## config.mk

```make
export PLATFORM = sky130hd
export DESIGN_NAME = raycast_text_column
export DESIGN_NICKNAME = d
export VERILOG_FILES = /design/src/hdl/rtc_pkg.sv /design/src/hdl/raycast_text_column.sv /design/src/hdl/rtc_sin.sv /design/src/hdl/rtc_dp.sv /design/src/hdl/rtc_ctrl.sv
export VERILOG_INCLUDE_DIRS = /design/src /design/src/hdl
export SDC_FILE = /design/constraint.sdc
export NUM_CORES = 2
export LEC_CHECK = 0
export ABC_CLOCK_PERIOD_IN_PS = 17400
export BUFFER_PORTS_ARGS = -buffer_cell sky130_fd_sc_hd__clkbuf_2
export CAP_MARGIN = 10
export CORE_MARGIN = 2
export CORE_UTILIZATION = 65
export CTS_CLUSTER_SIZE = 40
export DETAILED_ROUTE_END_ITERATION = 10
export PLACE_DENSITY = 0.81
export SLEW_MARGIN = 20
export SYNTH_ARGS = -nofsm -noshare
export SYNTH_HDL_FRONTEND = slang
export SYNTH_SLANG_ARGS = --single-unit
```

## constraint.sdc

```tcl
create_clock -name clock -period 17.4 [get_ports clock]
set_input_delay 1.74 -clock clock [delete_from_list [all_inputs] [get_ports clock]]
set_output_delay 1.74 -clock clock [all_outputs]
set_load 0.02 [all_outputs]
```

## src/hdl/raycast_text_column_defines.svh

```systemverilog
// Assertion macros shared by the raycaster RTL.
`ifndef RAYCAST_TEXT_COLUMN_DEFINES_SVH
`define RAYCAST_TEXT_COLUMN_DEFINES_SVH
`ifndef SYNTHESIS
// Check a condition at every clock edge outside reset.
`define RTC_ASSERT(label, cond) \
   label: assert property (@(posedge clock) disable iff (reset) (cond)) \
      else $error("raycaster check failed");
// Check that a trigger is followed by a consequence in the next cycle.
`define RTC_ASSERT_NEXT(label, trig, cons) \
   label: assert property (@(posedge clock) disable iff (reset) (trig) |=> (cons)) \
      else $error("raycaster sequence check failed");
`else
`define RTC_ASSERT(label, cond)
`define RTC_ASSERT_NEXT(label, trig, cons)
`endif
`endif

```

## src/hdl/rtc_pkg.sv

```systemverilog
// Shared types, constants and helpers of the text-column raycaster.
`timescale 1ns / 1ps
`default_nettype none
package rtc_pkg;
   localparam int SCREEN_COLUMNS = 80;
   localparam int SCREEN_ROWS    = 24;
   localparam int MARCH_LIMIT    = 1000;

   localparam int ANG_W     = 32;
   localparam int POS_W     = 28;
   localparam int DIST_W    = 27;
   localparam int CORR_W    = 28;
   localparam int DIV_BITS  = 8;
   localparam int REM_W     = 24;
   localparam int ROW_CNT_W = (SCREEN_ROWS > 2) ? $clog2(SCREEN_ROWS) : 1;
   localparam int HGT_W     = $clog2(SCREEN_ROWS + 1);
   localparam int CNT_W     = ($clog2(MARCH_LIMIT + 1) > 3) ? $clog2(MARCH_LIMIT + 1) : 3;
   localparam int WRAP_STEPS = 2 + 128 / (6 * SCREEN_COLUMNS);

   localparam logic signed [ANG_W-1:0] PI_Q20      = 32'sd3294196;
   localparam logic signed [ANG_W-1:0] TWO_PI_Q20  = 32'sd6588392;
   localparam logic signed [ANG_W-1:0] HALF_PI_Q20 = 32'sd1647093;
   localparam logic signed [ANG_W-1:0] HALF_Q20    = 32'sd524288;
   localparam logic [31:0] STEP_Q20     = 32'd20972;
   localparam logic [CORR_W-1:0] MIN_DIST_Q20 = 28'd104858;
   localparam logic [REM_W-1:0] HEIGHT_NUM = 24'd15728640;
   localparam logic [DIST_W-1:0] NEAR_Q20 = 27'd3145728;
   localparam logic [DIST_W-1:0] MID_Q20  = 27'd6291456;

   // reciprocals for the constant divisions
   localparam logic [63:0] COL_RECIP =
      ((64'd1 << 44) + 64'(SCREEN_COLUMNS) - 64'd1) / 64'(SCREEN_COLUMNS);
   localparam logic [31:0] RECIP_6   = 32'd178956971;
   localparam logic [31:0] RECIP_120 = 32'd1145324613;

   localparam logic [1:0] GLYPH_CEIL  = 2'd0;
   localparam logic [1:0] GLYPH_WALL  = 2'd1;
   localparam logic [1:0] GLYPH_FLOOR = 2'd2;
   localparam logic [7:0] ATTR_CEIL  = 8'h18;
   localparam logic [7:0] ATTR_FLOOR = 8'h02;
   localparam logic [7:0] ATTR_NEAR  = 8'h0F;
   localparam logic [7:0] ATTR_MID   = 8'h07;
   localparam logic [7:0] ATTR_FAR   = 8'h08;

   localparam logic [1:0] SEL_COS_RA  = 2'd0;
   localparam logic [1:0] SEL_SIN_RA  = 2'd1;
   localparam logic [1:0] SEL_COS_OFS = 2'd2;

   typedef struct packed {
      logic                 load;
      logic                 ofs;
      logic                 sin_start;
      logic [1:0]           sin_sel;
      logic                 trig_cap;
      logic                 march_init;
      logic                 march_step;
      logic                 march_done;
      logic                 corr;
      logic                 div_step;
      logic [2:0]           div_bit;
      logic                 height;
      logic [ROW_CNT_W-1:0] row;
   } cmd_type;

   typedef struct packed {
      logic sin_done;
      logic stop_out;
      logic stop_wall;
   } status_type;

   // Q2.14 trig value times the march step, truncated toward zero to Q.20
   function automatic logic signed [POS_W-1:0] step_comp(input logic signed [15:0] c);
      logic        neg;
      logic [15:0] mag;
      logic [31:0] p;
      neg = c[15];
      mag = neg ? 16'(-c) : 16'(c);
      p   = (32'(mag) * STEP_Q20) >> 14;
      return neg ? -POS_W'(p) : POS_W'(p);
   endfunction
endpackage
`default_nettype wire

```

## src/hdl/raycast_text_column.sv

```systemverilog
// Top level of the text-column raycaster.
//
// One request word carries a screen column and the player's position and heading.
// The block casts one ray over the 16x16 wall bitmap and answers with 24 response
// words, one text cell per row, top row first; tlast marks the bottom row.
// The wall bitmap is written through the csr_ APB port, four 64-bit registers at
// byte addresses 0, 8, 16 and 24. The user must write it only while no column is
// in flight; the block itself leaves this unchecked.
// Steps: the column offset, then three sine evaluations on one shared multiplier,
// one march step per cycle up to 1000 steps, then a stop, the distance correction
// and the 8-step height division, then one row per cycle while the receiver accepts.
// One column is worked on at a time: req_tready is high only between columns.
// When the receiver stalls, the current cell holds on rsp_tdata until it is taken.
// Reset is synchronous: it returns the sequencer to idle and clears the bitmap.
`timescale 1ns / 1ps
`default_nettype none
module raycast_text_column (
   input  wire logic        clock,
   input  wire logic        reset,
   input  wire logic        req_tvalid,
   output logic             req_tready,
   // column[6:0], player_x[22:7], player_y[38:23], view_angle[54:39], zero pad[55]
   input  wire logic [55:0] req_tdata,
   output logic             rsp_tvalid,
   input  wire logic        rsp_tready,
   // row[4:0], glyph[6:5], attribute[14:7], wall_hit[15]
   output logic [15:0]      rsp_tdata,
   output logic             rsp_tlast,
   input  wire logic        csr_psel,
   input  wire logic        csr_penable,
   input  wire logic        csr_pwrite,
   input  wire logic [4:0]  csr_paddr,
   input  wire logic [63:0] csr_pwdata,
   output logic [63:0]      csr_prdata,
   output logic             csr_pready
);
   rtc_pkg::cmd_type    cmd;
   rtc_pkg::status_type status;
   logic       cfg_we;
   logic [4:0] row;
   logic [1:0] glyph;
   logic [7:0] attribute;
   logic       wall_hit;
   logic       last_cell;

   assign csr_pready = 1'b1;
   assign cfg_we = csr_psel && csr_penable && csr_pwrite;

   rtc_ctrl u_ctrl (
      .clock     (clock),
      .reset     (reset),
      .req_valid (req_tvalid),
      .req_ready (req_tready),
      .rsp_valid (rsp_tvalid),
      .rsp_ready (rsp_tready),
      .status    (status),
      .cmd       (cmd)
   );

   rtc_dp u_dp (
      .clock      (clock),
      .reset      (reset),
      .column     (req_tdata[6:0]),
      .player_x   (req_tdata[22:7]),
      .player_y   (req_tdata[38:23]),
      .view_angle (req_tdata[54:39]),
      .cmd        (cmd),
      .status     (status),
      .cfg_we     (cfg_we),
      .cfg_idx    (csr_paddr[4:3]),
      .cfg_wdata  (csr_pwdata),
      .cfg_rdata  (csr_prdata),
      .row        (row),
      .glyph      (glyph),
      .attribute  (attribute),
      .wall_hit   (wall_hit),
      .last_cell  (last_cell)
   );

   assign rsp_tdata = {wall_hit, attribute, glyph, row};
   assign rsp_tlast = last_cell;
endmodule
`default_nettype wire

```

## src/hdl/rtc_sin.sv

```systemverilog
// Multi-cycle polynomial sine unit with one shared multiplier.
`timescale 1ns / 1ps
`default_nettype none
`include "raycast_text_column_defines.svh"
module rtc_sin (
   input  wire logic                              clock,
   input  wire logic                              reset,
   input  wire logic                              start,
   input  wire logic signed [rtc_pkg::ANG_W-1:0]  angle,
   output logic                                   done,
   output logic signed [15:0]                     result
);
   localparam logic [2:0] PH_IDLE = 3'd0;
   localparam logic [2:0] PH_A2   = 3'd1;
   localparam logic [2:0] PH_A3   = 3'd2;
   localparam logic [2:0] PH_A5   = 3'd3;
   localparam logic [2:0] PH_T3   = 3'd4;
   localparam logic [2:0] PH_T5   = 3'd5;
   localparam logic [2:0] PH_SUM  = 3'd6;

   logic [2:0]  ph_ff, ph_in;
   logic        done_ff;
   logic        neg_ff;
   logic [21:0] a_ff;
   logic [23:0] a2_ff;
   logic [24:0] a3_ff;
   logic [28:0] a5_ff;
   logic [24:0] t3_ff;
   logic [28:0] t5_ff;
   logic signed [15:0] res_ff;

   logic signed [rtc_pkg::ANG_W-1:0] wrap;
   logic signed [rtc_pkg::ANG_W-1:0] mag;
   logic [31:0] ma, mb;
   logic [63:0] prod;
   logic [29:0] sum;
   logic [15:0] q;

   // fold the angle into -pi..pi
   always_comb begin
      wrap = angle;
      for (int i = 0; i < rtc_pkg::WRAP_STEPS; i++) begin
         if (wrap > rtc_pkg::PI_Q20) begin
            wrap = wrap - rtc_pkg::TWO_PI_Q20;
         end else if (wrap < -rtc_pkg::PI_Q20) begin
            wrap = wrap + rtc_pkg::TWO_PI_Q20;
         end
      end
      mag = wrap[rtc_pkg::ANG_W-1] ? -wrap : wrap;
   end

   always_comb begin
      case (ph_ff)
         PH_A2: begin ma = 32'(a_ff);  mb = 32'(a_ff);  end
         PH_A3: begin ma = 32'(a2_ff); mb = 32'(a_ff);  end
         PH_A5: begin ma = 32'(a3_ff); mb = 32'(a2_ff); end
         PH_T3: begin ma = 32'(a3_ff); mb = rtc_pkg::RECIP_6;   end
         PH_T5: begin ma = 32'(a5_ff); mb = rtc_pkg::RECIP_120; end
         default: begin ma = '0; mb = '0; end
      endcase
      prod = 64'(ma) * 64'(mb);
      sum  = 30'(a_ff) - 30'(t3_ff) + 30'(t5_ff);
      q    = 16'(sum >> 6);
   end

   always_comb begin
      case (ph_ff)
         PH_IDLE: ph_in = start ? PH_A2 : PH_IDLE;
         PH_A2:   ph_in = PH_A3;
         PH_A3:   ph_in = PH_A5;
         PH_A5:   ph_in = PH_T3;
         PH_T3:   ph_in = PH_T5;
         PH_T5:   ph_in = PH_SUM;
         default: ph_in = PH_IDLE;
      endcase
   end

   always_ff @(posedge clock) begin
      if (reset) begin
         ph_ff   <= PH_IDLE;
         done_ff <= 1'b0;
      end else begin
         ph_ff   <= ph_in;
         done_ff <= (ph_ff == PH_SUM);
      end
   end

   always_ff @(posedge clock) begin
      case (ph_ff)
         PH_IDLE: begin
            if (start) begin
               neg_ff <= wrap[rtc_pkg::ANG_W-1];
               a_ff   <= 22'(mag);
            end
         end
         PH_A2: a2_ff <= 24'(prod >> 20);
         PH_A3: a3_ff <= 25'(prod >> 20);
         PH_A5: a5_ff <= 29'(prod >> 20);
         PH_T3: t3_ff <= 25'(prod >> 30);
         PH_T5: t5_ff <= 29'(prod >> 37);
         PH_SUM: res_ff <= neg_ff ? -$signed(q) : $signed(q);
         default: begin end
      endcase
   end

   assign done   = done_ff;
   assign result = res_ff;

   `RTC_ASSERT_NEXT(a_done_single, done_ff, !done_ff)
   `RTC_ASSERT(a_start_idle, !(start && ph_ff != PH_IDLE))
   `RTC_ASSERT(a_phase_legal, ph_ff <= PH_SUM)
endmodule
`default_nettype wire

```

## src/hdl/rtc_dp.sv

```systemverilog
// Raycaster datapath: angles, trig, march, distance, division and cell coding.
`timescale 1ns / 1ps
`default_nettype none
module rtc_dp (
   input  wire logic                 clock,
   input  wire logic                 reset,
   input  wire logic [6:0]           column,
   input  wire logic [15:0]          player_x,
   input  wire logic [15:0]          player_y,
   input  wire logic signed [15:0]   view_angle,
   input  wire rtc_pkg::cmd_type     cmd,
   output rtc_pkg::status_type       status,
   input  wire logic                 cfg_we,
   input  wire logic [1:0]           cfg_idx,
   input  wire logic [63:0]          cfg_wdata,
   output logic [63:0]               cfg_rdata,
   output logic [4:0]                row,
   output logic [1:0]                glyph,
   output logic [7:0]                attribute,
   output logic                      wall_hit,
   output logic                      last_cell
);
   logic [63:0] wall0_ff, wall1_ff, wall2_ff, wall3_ff;
   logic [6:0]  col_ff;
   logic [15:0] px_ff, py_ff;
   logic signed [15:0] pa_ff;
   logic signed [rtc_pkg::ANG_W-1:0] ofs_ff;
   logic signed [rtc_pkg::POS_W-1:0] ddx_ff, ddy_ff, ex_ff, ey_ff;
   logic signed [15:0] cosofs_ff;
   logic [rtc_pkg::DIST_W-1:0] dist_ff;
   logic        hit_ff;
   logic [rtc_pkg::CORR_W-1:0] corr_ff;
   logic [rtc_pkg::REM_W-1:0]  rem_ff;
   logic [rtc_pkg::DIV_BITS-1:0] q_ff;
   logic [rtc_pkg::HGT_W-1:0] ds_ff, de_ff;
   logic [7:0]  wattr_ff;

   logic [51:0] col_prod;
   logic signed [rtc_pkg::ANG_W-1:0] ra, sin_angle;
   logic        sin_start, sin_done;
   logic signed [15:0] sin_res;
   logic        outside;
   logic [3:0]  ix, iy;
   logic [63:0] map_row;
   logic        cell_bit;
   logic [15:0] cos_mag;
   logic [41:0] corr_prod;
   logic [rtc_pkg::CORR_W-1:0] corr_val;
   logic [34:0] trial;
   logic [rtc_pkg::HGT_W-1:0] h;
   logic [rtc_pkg::HGT_W-1:0] row_w;

   // configuration registers
   always_ff @(posedge clock) begin
      if (reset) begin
         wall0_ff <= '0;
         wall1_ff <= '0;
         wall2_ff <= '0;
         wall3_ff <= '0;
      end else if (cfg_we) begin
         case (cfg_idx)
            2'd0: wall0_ff <= cfg_wdata;
            2'd1: wall1_ff <= cfg_wdata;
            2'd2: wall2_ff <= cfg_wdata;
            default: wall3_ff <= cfg_wdata;
         endcase
      end
   end

   always_comb begin
      case (cfg_idx)
         2'd0: cfg_rdata = wall0_ff;
         2'd1: cfg_rdata = wall1_ff;
         2'd2: cfg_rdata = wall2_ff;
         default: cfg_rdata = wall3_ff;
      endcase
   end

   always_comb begin
      col_prod = 52'(col_ff) * 52'(rtc_pkg::COL_RECIP);
      ra = $signed({{(rtc_pkg::ANG_W-24){pa_ff[15]}}, pa_ff, 8'h00}) + ofs_ff;
      case (cmd.sin_sel)
         rtc_pkg::SEL_COS_RA: sin_angle = ra + rtc_pkg::HALF_PI_Q20;
         rtc_pkg::SEL_SIN_RA: sin_angle = ra;
         default:             sin_angle = ofs_ff + rtc_pkg::HALF_PI_Q20;
      endcase
   end

   assign sin_start = cmd.sin_start;

   rtc_sin u_sin (
      .clock  (clock),
      .reset  (reset),
      .start  (sin_start),
      .angle  (sin_angle),
      .done   (sin_done),
      .result (sin_res)
   );

   // map lookup on the current march position
   always_comb begin
      ix = ex_ff[23:20];
      iy = ey_ff[23:20];
      outside = ex_ff[rtc_pkg::POS_W-1] || ey_ff[rtc_pkg::POS_W-1] ||
                (ex_ff[rtc_pkg::POS_W-2:24] != '0) || (ey_ff[rtc_pkg::POS_W-2:24] != '0);
      case (iy[3:2])
         2'd0: map_row = wall0_ff;
         2'd1: map_row = wall1_ff;
         2'd2: map_row = wall2_ff;
         default: map_row = wall3_ff;
      endcase
      cell_bit = map_row[{iy[1:0], ix}];
      status.sin_done  = sin_done;
      status.stop_out  = outside;
      status.stop_wall = !outside && cell_bit;
   end

   always_comb begin
      cos_mag   = cosofs_ff[15] ? 16'(-cosofs_ff) : 16'(cosofs_ff);
      corr_prod = (42'(dist_ff) * 42'(cos_mag)) >> 14;
      corr_val  = rtc_pkg::CORR_W'(corr_prod);
      trial     = 35'(corr_ff) << cmd.div_bit;
      if (!hit_ff) begin
         h = '0;
      end else if (q_ff > rtc_pkg::DIV_BITS'(rtc_pkg::SCREEN_ROWS)) begin
         h = rtc_pkg::HGT_W'(rtc_pkg::SCREEN_ROWS);
      end else begin
         h = rtc_pkg::HGT_W'(q_ff);
      end
   end

   always_ff @(posedge clock) begin
      if (cmd.load) begin
         col_ff <= column;
         px_ff  <= player_x;
         py_ff  <= player_y;
         pa_ff  <= view_angle;
      end
      if (cmd.ofs) begin
         ofs_ff <= rtc_pkg::ANG_W'(col_prod >> 24) - rtc_pkg::HALF_Q20;
      end
      if (cmd.trig_cap) begin
         case (cmd.sin_sel)
            rtc_pkg::SEL_COS_RA: ddx_ff <= rtc_pkg::step_comp(sin_res);
            rtc_pkg::SEL_SIN_RA: ddy_ff <= rtc_pkg::step_comp(sin_res);
            default:             cosofs_ff <= sin_res;
         endcase
      end
      if (cmd.march_init) begin
         ex_ff   <= $signed({{(rtc_pkg::POS_W-24){1'b0}}, px_ff, 8'h00});
         ey_ff   <= $signed({{(rtc_pkg::POS_W-24){1'b0}}, py_ff, 8'h00});
         dist_ff <= '0;
      end else if (cmd.march_step) begin
         ex_ff   <= ex_ff + ddx_ff;
         ey_ff   <= ey_ff + ddy_ff;
         dist_ff <= dist_ff + rtc_pkg::DIST_W'(rtc_pkg::STEP_Q20);
      end
      if (cmd.march_done) begin
         hit_ff <= status.stop_wall;
      end
      if (cmd.corr) begin
         if (cosofs_ff[15] || corr_val < rtc_pkg::MIN_DIST_Q20) begin
            corr_ff <= rtc_pkg::MIN_DIST_Q20;
         end else begin
            corr_ff <= corr_val;
         end
         rem_ff <= rtc_pkg::HEIGHT_NUM;
         q_ff   <= '0;
      end else if (cmd.div_step) begin
         if (35'(rem_ff) >= trial) begin
            rem_ff <= rem_ff - rtc_pkg::REM_W'(trial);
            q_ff[cmd.div_bit] <= 1'b1;
         end
      end
      if (cmd.height) begin
         ds_ff <= (rtc_pkg::HGT_W'(rtc_pkg::SCREEN_ROWS) - h) >> 1;
         de_ff <= ((rtc_pkg::HGT_W'(rtc_pkg::SCREEN_ROWS) - h) >> 1) + h;
         if (dist_ff < rtc_pkg::NEAR_Q20) begin
            wattr_ff <= rtc_pkg::ATTR_NEAR;
         end else if (dist_ff < rtc_pkg::MID_Q20) begin
            wattr_ff <= rtc_pkg::ATTR_MID;
         end else begin
            wattr_ff <= rtc_pkg::ATTR_FAR;
         end
      end
   end

   // cell coding for the row under emission
   always_comb begin
      row_w = rtc_pkg::HGT_W'(cmd.row);
      row   = 5'(cmd.row);
      if (row_w < ds_ff) begin
         glyph     = rtc_pkg::GLYPH_CEIL;
         attribute = rtc_pkg::ATTR_CEIL;
      end else if (row_w < de_ff) begin
         glyph     = rtc_pkg::GLYPH_WALL;
         attribute = wattr_ff;
      end else begin
         glyph     = rtc_pkg::GLYPH_FLOOR;
         attribute = rtc_pkg::ATTR_FLOOR;
      end
      wall_hit  = hit_ff;
      last_cell = (cmd.row == rtc_pkg::ROW_CNT_W'(rtc_pkg::SCREEN_ROWS - 1));
   end
endmodule
`default_nettype wire

```

## src/hdl/rtc_ctrl.sv

```systemverilog
// Raycaster sequencer: steps the datapath through trig, march, divide and emit.
`timescale 1ns / 1ps
`default_nettype none
`include "raycast_text_column_defines.svh"
module rtc_ctrl (
   input  wire logic                clock,
   input  wire logic                reset,
   input  wire logic                req_valid,
   output logic                     req_ready,
   output logic                     rsp_valid,
   input  wire logic                rsp_ready,
   input  wire rtc_pkg::status_type status,
   output rtc_pkg::cmd_type         cmd
);
   localparam logic [3:0] S_IDLE     = 4'd0;
   localparam logic [3:0] S_OFS      = 4'd1;
   localparam logic [3:0] S_SIN_GO   = 4'd2;
   localparam logic [3:0] S_SIN_WAIT = 4'd3;
   localparam logic [3:0] S_MARCH    = 4'd4;
   localparam logic [3:0] S_CORR     = 4'd5;
   localparam logic [3:0] S_DIV      = 4'd6;
   localparam logic [3:0] S_HGT      = 4'd7;
   localparam logic [3:0] S_EMIT     = 4'd8;

   localparam logic [rtc_pkg::ROW_CNT_W-1:0] LAST_ROW =
      rtc_pkg::ROW_CNT_W'(rtc_pkg::SCREEN_ROWS - 1);

   logic [3:0] state_ff, state_in;
   logic [rtc_pkg::CNT_W-1:0] cnt_ff, cnt_in;
   logic [rtc_pkg::ROW_CNT_W-1:0] row_ff, row_in;
   logic [1:0] sel_ff, sel_in;

   always_comb begin
      state_in = state_ff;
      cnt_in   = cnt_ff;
      row_in   = row_ff;
      sel_in   = sel_ff;
      cmd      = '0;
      cmd.sin_sel = sel_ff;
      cmd.row     = row_ff;
      cmd.div_bit = cnt_ff[2:0];
      req_ready = 1'b0;
      rsp_valid = 1'b0;
      case (state_ff)
         S_IDLE: begin
            req_ready = 1'b1;
            if (req_valid) begin
               cmd.load = 1'b1;
               state_in = S_OFS;
            end
         end
         S_OFS: begin
            cmd.ofs  = 1'b1;
            sel_in   = rtc_pkg::SEL_COS_RA;
            state_in = S_SIN_GO;
         end
         S_SIN_GO: begin
            cmd.sin_start = 1'b1;
            state_in = S_SIN_WAIT;
         end
         S_SIN_WAIT: begin
            if (status.sin_done) begin
               cmd.trig_cap = 1'b1;
               if (sel_ff == rtc_pkg::SEL_COS_OFS) begin
                  cmd.march_init = 1'b1;
                  cnt_in   = '0;
                  state_in = S_MARCH;
               end else begin
                  sel_in   = sel_ff + 2'd1;
                  state_in = S_SIN_GO;
               end
            end
         end
         S_MARCH: begin
            // check the position reached by the last step before taking another
            if (cnt_ff != '0 && (status.stop_out || status.stop_wall)) begin
               cmd.march_done = 1'b1;
               state_in = S_CORR;
            end else if (cnt_ff == rtc_pkg::CNT_W'(rtc_pkg::MARCH_LIMIT)) begin
               cmd.march_done = 1'b1;
               state_in = S_CORR;
            end else begin
               cmd.march_step = 1'b1;
               cnt_in = cnt_ff + 1'b1;
            end
         end
         S_CORR: begin
            cmd.corr = 1'b1;
            cnt_in   = rtc_pkg::CNT_W'(rtc_pkg::DIV_BITS - 1);
            state_in = S_DIV;
         end
         S_DIV: begin
            cmd.div_step = 1'b1;
            if (cnt_ff == '0) begin
               state_in = S_HGT;
            end else begin
               cnt_in = cnt_ff - 1'b1;
            end
         end
         S_HGT: begin
            cmd.height = 1'b1;
            row_in   = '0;
            state_in = S_EMIT;
         end
         S_EMIT: begin
            rsp_valid = 1'b1;
            if (rsp_ready) begin
               if (row_ff == LAST_ROW) begin
                  state_in = S_IDLE;
               end else begin
                  row_in = row_ff + 1'b1;
               end
            end
         end
         default: state_in = S_IDLE;
      endcase
   end

   always_ff @(posedge clock) begin
      if (reset) begin
         state_ff <= S_IDLE;
         cnt_ff   <= '0;
         row_ff   <= '0;
         sel_ff   <= '0;
      end else begin
         state_ff <= state_in;
         cnt_ff   <= cnt_in;
         row_ff   <= row_in;
         sel_ff   <= sel_in;
      end
   end

   `RTC_ASSERT(a_one_side, !(req_ready && rsp_valid))
   `RTC_ASSERT_NEXT(a_last_to_idle, rsp_valid && rsp_ready && row_ff == LAST_ROW,
                    state_ff == S_IDLE)
   `RTC_ASSERT(a_march_bound,
               !(state_ff == S_MARCH && cnt_ff > rtc_pkg::CNT_W'(rtc_pkg::MARCH_LIMIT)))
endmodule
`default_nettype wire

```

Yosys cells after proc, flatten, opt, wreduce, memory -nomap -nowiden
Index checks and enable logic that the tools add are counted.
{"block": "totals", "reg_bits": 762, "in_bits": 132, "out_inout_bits": 84, "wordCells": 229}
{"block": "op_classes", "addsub": 25, "n_mul": 4, "n_lt_le_gt_ge": 14, "eq_ne": 34, "n_shift": 1, "muxes": 69, "n_bitwise": 3, "n_reduce_logical": 41}
{"operator": "case mux 64 bit (3 select lines)", "n": 2}
{"operator": "two-way mux 32 bit", "n": 4}
{"operator": "case mux 31 bit (4 select lines)", "n": 1}
{"operator": "case mux 29 bit (4 select lines)", "n": 1}
{"operator": "two-way mux 24 bit", "n": 4}
{"operator": "adder 32 x 22 -> 32 bit, second input constant", "n": 2}
{"operator": "adder 32 x 24 -> 32 bit, second input constant", "n": 2}
{"operator": "> comparator 32 x 23 -> 1 bit, second input constant", "n": 2}
{"operator": "< comparator 32 x 23 -> 1 bit, second input constant", "n": 2}
{"operator": "case mux 32 bit (2 select lines)", "n": 1}
{"operator": "subtractor 32 x 24 -> 32 bit, second input constant", "n": 2}
{"operator": "multiplier 29 x 31 -> 59 bit", "n": 1}
{"operator": "adder 28 bit", "n": 2}
{"operator": "two-way mux 10 bit", "n": 5}
{"operator": "two-way mux 16 bit", "n": 3}
{"operator": "negation 16 bit", "n": 3}
{"operator": "multiplier 7 x 36 -> 43 bit, second input constant", "n": 1}
{"operator": "multiplier 27 x 16 -> 42 bit", "n": 1}
{"operator": "case mux 10 bit (4 select lines)", "n": 1}
{"operator": "case mux 4 bit (9 select lines)", "n": 1}
{"operator": "greater-or-equal comparator 24 x 35 -> 1 bit", "n": 1}
{"operator": "left shift 28 x 3 -> 35 bit", "n": 1}
{"operator": "adder 24 x 32 -> 32 bit", "n": 1}
{"operator": "two-way mux 4 bit", "n": 8}
{"operator": "67 further kinds", "n": 139}

Logic depth before layout (Yosys ltp)
{"block": "logic_depth", "word_depth": 11, "mapped_depth": 43}

Cells and area by module
Synthesis repeated with hierarchy kept, for this count alone.
{"block": "hier_totals", "hier_cells": 9450, "area_unflattened_um2": 86800.7}
{"mod": "rtc_dp", "n_inst": 1, "cells_each": 5352, "area_per_inst_um2": 49117.1}
{"mod": "rtc_sin", "n_inst": 1, "cells_each": 3896, "area_per_inst_um2": 36142.2}
{"mod": "rtc_ctrl", "n_inst": 1, "cells_each": 198, "area_per_inst_um2": 1516.5}
{"mod": "raycast_text_column", "n_inst": 1, "cells_each": 4, "area_per_inst_um2": 25.0}

Least setup slack after synthesis
OpenSTA, ideal clock, no wires.
{"block": "synth_path", "kind": "flip-flop to flip-flop", "from": "register u_dp.u_sin.ph_ff[0]", "to": "register u_dp.u_sin.t3_ff[21], data pin", "setup_ps": 262, "t_arrival_ps": 10017, "required_time_ps": 17138, "slack_ps": 7120, "path_stages_with_launch": 40, "path_cell_list": "dfxtp_1 clkbuf_1 nand2b_1 nor2_1 clkbuf_1 a22oi_1 nand3_1 clkbuf_1 nand2_1 fa_1 inv_1 fa_1 fa_1 fa_1 inv_1 fa_1 fa_1 inv_1 [4 not listed] a21o_1 a21oi_1 nor2b_1 o21ai_0 nand2_1 a21o_1 a221oi_1 o21ai_0 a41oi_1 o21ai_0 a211oi_1 o21ai_0 a21oi_1 nor2b_1 o21a_1 o21a_1 nor2_1 xnor2_1"}
{"block": "synth_via", "elab_chain_len": 4, "word_cells_on_any_way": 10, "classes_between": "mul (1); eq/ne (5); mux (2); reduce/logical (2)"}
{"item": "start: declaration", "line": "rtc_sin.sv:21", "text": "logic [2:0] ph_ff, ph_in;"}
{"item": "start signal: assignment", "line": "rtc_sin.sv:83", "text": "ph_ff <= ph_in;"}
{"item": "== test 3 bit (tied with other cells)", "line": "rtc_sin.sv:53", "text": "case (ph_ff)"}
{"item": "OR reduction 2 bit (no source line)"}
{"item": "case mux 29 bit (4 select lines) or case mux 31 bit (4 select lines) (tied branches)", "line": "rtc_sin.sv:53"}
{"item": "multiplier 29 x 31 -> 59 bit (*)", "line": "rtc_sin.sv:61", "text": "prod = 64'(ma) * 64'(mb);"}
{"item": "named net u_dp.u_sin.prod[51]", "line": "rtc_sin.sv:35", "text": "logic [63:0] prod;"}
{"item": "end signal: assignment", "line": "rtc_sin.sv:99", "text": "PH_T3: t3_ff <= 25'(prod >> 30);"}
{"item": "end: declaration", "line": "rtc_sin.sv:28", "text": "logic [24:0] t3_ff;"}
Mark *: on every way through the listed nets, which the timed path passes. The rest lies on a longest branch.
A chain may end at the register's enable or synchronous reset.

Worst setup path in the final report
{"block": "layout_path", "from": "register u_dp.u_sin.ph_ff[1]", "to": "register u_dp.u_sin.t5_ff[21], data pin"}
{"block": "layout_via", "elab_chain_len": 4, "word_cells_on_any_way": 10, "classes_between": "mul (1); eq/ne (5); mux (2); reduce/logical (2)"}
{"item": "== test 3 bit (tied with other cells)", "line": "rtc_sin.sv:53"}
{"item": "OR reduction 2 bit (no source line)"}
{"item": "case mux 29 bit (4 select lines) or case mux 31 bit (4 select lines) (tied branches)", "line": "rtc_sin.sv:53"}
{"item": "multiplier 29 x 31 -> 59 bit (*)", "line": "rtc_sin.sv:61"}
{"item": "named net u_dp.u_sin.prod[58]", "line": "rtc_sin.sv:35"}
{"item": "end signal: assignment", "line": "rtc_sin.sv:100", "text": "PH_T5: t5_ff <= 29'(prod >> 37);"}
{"item": "end: declaration", "line": "rtc_sin.sv:29", "text": "logic [28:0] t5_ff;"}
Marks and branches as above.

==> qor.csv <==
metric,value,unit
hp-class,reg -> reg,
setup_viol,0,
grt_pass1_vias,68926,
slowest_delay,0.82,ns
cts-hold-fix-buffers,0,
synth_top_flop_cell,edfxtp_1,
slew-limit-headroom,0.188,
cts_tree,yes,
grt_overflow_total,0,
syn_to_final_growth,6.84,%
insertion_delay,0.71,ns
reg2reg_depth,41,
worst-path-max-fanout,32,
fin_worst_skew,0.0390,ns
final_max_slew_viol_count,0,
vias_per_cell,6.06,
crit-reg2reg-capture,u_dp.u_sin.t5_ff[21],
grt_max_degree,182,
final_nets,11068,
path_class,reg -> reg,
die_w,365,um
worstMarginPinSlew,1.22,ns
post_synth.cell_area_avg,9.30,um^2
final_common_cell,nand2_1,
hpwl,168000,um
dp_slack,5.09,ns
fmax,80.3,MHz
cp-start-kind,register,
ys_seq_area_frac,0.222,
async_flop_share,0,
r2r_slack,4.94,ns
hp-start,u_dp.u_sin.ph_ff[0],
fillers,9588,
setup-tns-final,0,ns
clkSinkCount,744,
clockBufferDepth,3,
maxCapViolCount,0,
wl,226000,um
post_drt_wl_per_cell,20.6,um
utilization,0.698,
drc_errors,0,
cts-buffers-inserted,82,
core,129000,um^2
synth-edff-count,382,
mostFrequentLayoutCells,"nand2_1, inv_1, fa_1, ha_1, nor2_1",
cts_max_level,3,
fin_crit_sh,0.716,
die_area,133000,um^2
synth_cells,9085,
initial_core_util,0.653,
io_buffer_count,207,
syn-cell-area,84500,um^2
grt_pass1_wl,362000,um
ys_warn_count,0,
worst_path_max_delay_cell,a221o_1,
antenna_found_initial,26,
layout-drive-gt1-share,0.0783,
timing.hold.ws,0.456,ns
min_to,u_dp.u_sin.done,
clk_pin_slew,0.06,ns
arrival,12.90,ns
gp_congestion,0.959,
setup_slack,4.94,ns
die_h,365,um
drtAntennaViolNets,0,
r2r-start,u_dp.u_sin.ph_ff[1],
hold-path-cell-count,1,
synthDistinctLibCells,113,
cp_common_cell,fa_1,
ys_seq_elements,744,
period_needed,12.46,ns
cp.required,17.83,ns
grt_usage,0.345,
status,finished clean,
vias,66482,
num_io_pins,216,
first_pass_iters,7,
hold_viol_final,0,
clock-root-buffer,clkbuf_16,
post_cts_buffers,0,
critPathCaptureType,register,
cts-resized-gates,0,
rows,132,
drt-initial-drc-count,6356,
rsz0062_at_grt,no,
==> sequential cells by signal, summed over array words and instances (netlist names), 25 cells and up <==
name / flops
u_dp.ey_ff: 28
u_dp.wall2_ff: 64
u_dp.ddy_ff: 28
u_dp.ex_ff: 28
u_dp.wall1_ff: 64
u_dp.dist_ff: 25
u_dp.corr_ff: 28
u_dp.wall0_ff: 64
u_dp.ddx_ff: 28
u_dp.wall3_ff: 64
u_dp.u_sin.a5_ff: 29
u_dp.u_sin.a3_ff: 25
==> cell type report <==
| cell class | instances | area [um^2] | area share |
|---|---|---|---|
| clock inverter | 44 | 509 | 0.00564 |
| clock buffer | 108 | 2250 | 0.0250 |
| timing repair buffer | 330 | 1990 | 0.0221 |
| tap | 1742 | 2180 | 0.0241 |
| multi-input combinational | 6549 | 59200 | 0.656 |
| inverter | 1426 | 5350 | 0.0593 |
| antenna | 26 | 65.1 | 0.000721 |
| sequential | 744 | 18700 | 0.207 |
==> Yosys cell counts (all sizes together) (13+ instances only) <==
cell type,number,area (um^2)
and2,136,853
o22ai,18,113
or4,17,135
a22oi,25,188
nor2b,109,682
o32ai,13,155
dfxtp,362,7250
buf,72,349
a31oi,40,280
o21bai,17,128
nor4,23,174
mux2,20,225
edfxtp,382,11500
or3,53,332
nand2,1561,5860
nand4,31,194
o21ai,209,1070
nand2b,59,369
nor3b,13,97.6
fa,1121,22400
a221o,18,180
a211oi,50,433
a21boi,33,251
clkbuf,372,1400
a21oi,486,2430
xor2,108,946
inv,1423,5340
and3,54,338
ha,682,8530
nor2,531,2000
nor3,81,405
mux2i,120,1200
o31ai,36,308
a211o,17,149
o211ai,29,218
nand3,59,295
o31a,14,123
xnor2,214,1900
a21o,96,721
o21a,42,315
or2,30,188
mux4,118,2660
==> routing by layer <==
layer / vias up / GRT usage / part of all wire
met5: - / 0 / 0
li1: 29513 / - / -
met4: 0 / 0.176 / 0.057
met2: 3383 / 0.567 / 0.48
met3: 775 / 0.0653 / 0.094
met1: 32811 / 0.436 / 0.37
==> kinds of logic after synthesis <==
group | count (synthesis) | share of synthesized area
AO/OA/AOI/OAI | 1284 | 0.0995
XOR/XNOR | 322 | 0.0337
adder cells (fa/ha/maj) | 1803 | 0.367
buffers and inverters | 1870 | 0.0840
flip-flops | 744 | 0.222
multiplexers | 258 | 0.0483
other | 2 | 0.0000889
AND/OR/NAND/NOR | 2802 | 0.146
==> how the worst max path moves through the flow <==
stage	from	to	cells past startpoint	slack, ns
global placement	u_dp.u_sin.ph_ff[1]	u_dp.u_sin.t5_ff[21]	39	5.32
detailed placement	u_dp.u_sin.ph_ff[1]	u_dp.u_sin.t5_ff[21]	41	5.09
CTS	u_dp.u_sin.ph_ff[1]	u_dp.u_sin.t5_ff[21]	39	5.01
floorplan	u_dp.u_sin.ph_ff[0]	u_dp.u_sin.t3_ff[21]	39	7.12
finish	u_dp.u_sin.ph_ff[1]	u_dp.u_sin.t5_ff[21]	41	4.94
global route	u_dp.u_sin.ph_ff[1]	u_dp.u_sin.t5_ff[21]	41	4.46
==> worst max-delay path: cells and delay by family (launching register included) <==
| family | cells | cell delay (ns) |
|---|---|---|
| XOR/XNOR | 1 | 0.09 |
| AND/OR/NAND/NOR | 9 | 1.84 |
| flip-flops | 1 | 0.49 |
| AO/OA/AOI/OAI | 15 | 4.25 |
| adder cells (fa/ha/maj) | 9 | 4.32 |
| buffers and inverters | 7 | 1.16 |
==> per-stage QoR <==
stage	cell area (um^2)	cells
floorplan	84800	9163
global placement	87400	10790
detailed placement	87400	10790
CTS	90200	10942
global route	90300	10969
finish	90300	10969
Power is left out: the tool's default activity adds up to more than one toggle a clock period on the data nets, which glitch-free logic cannot reach.
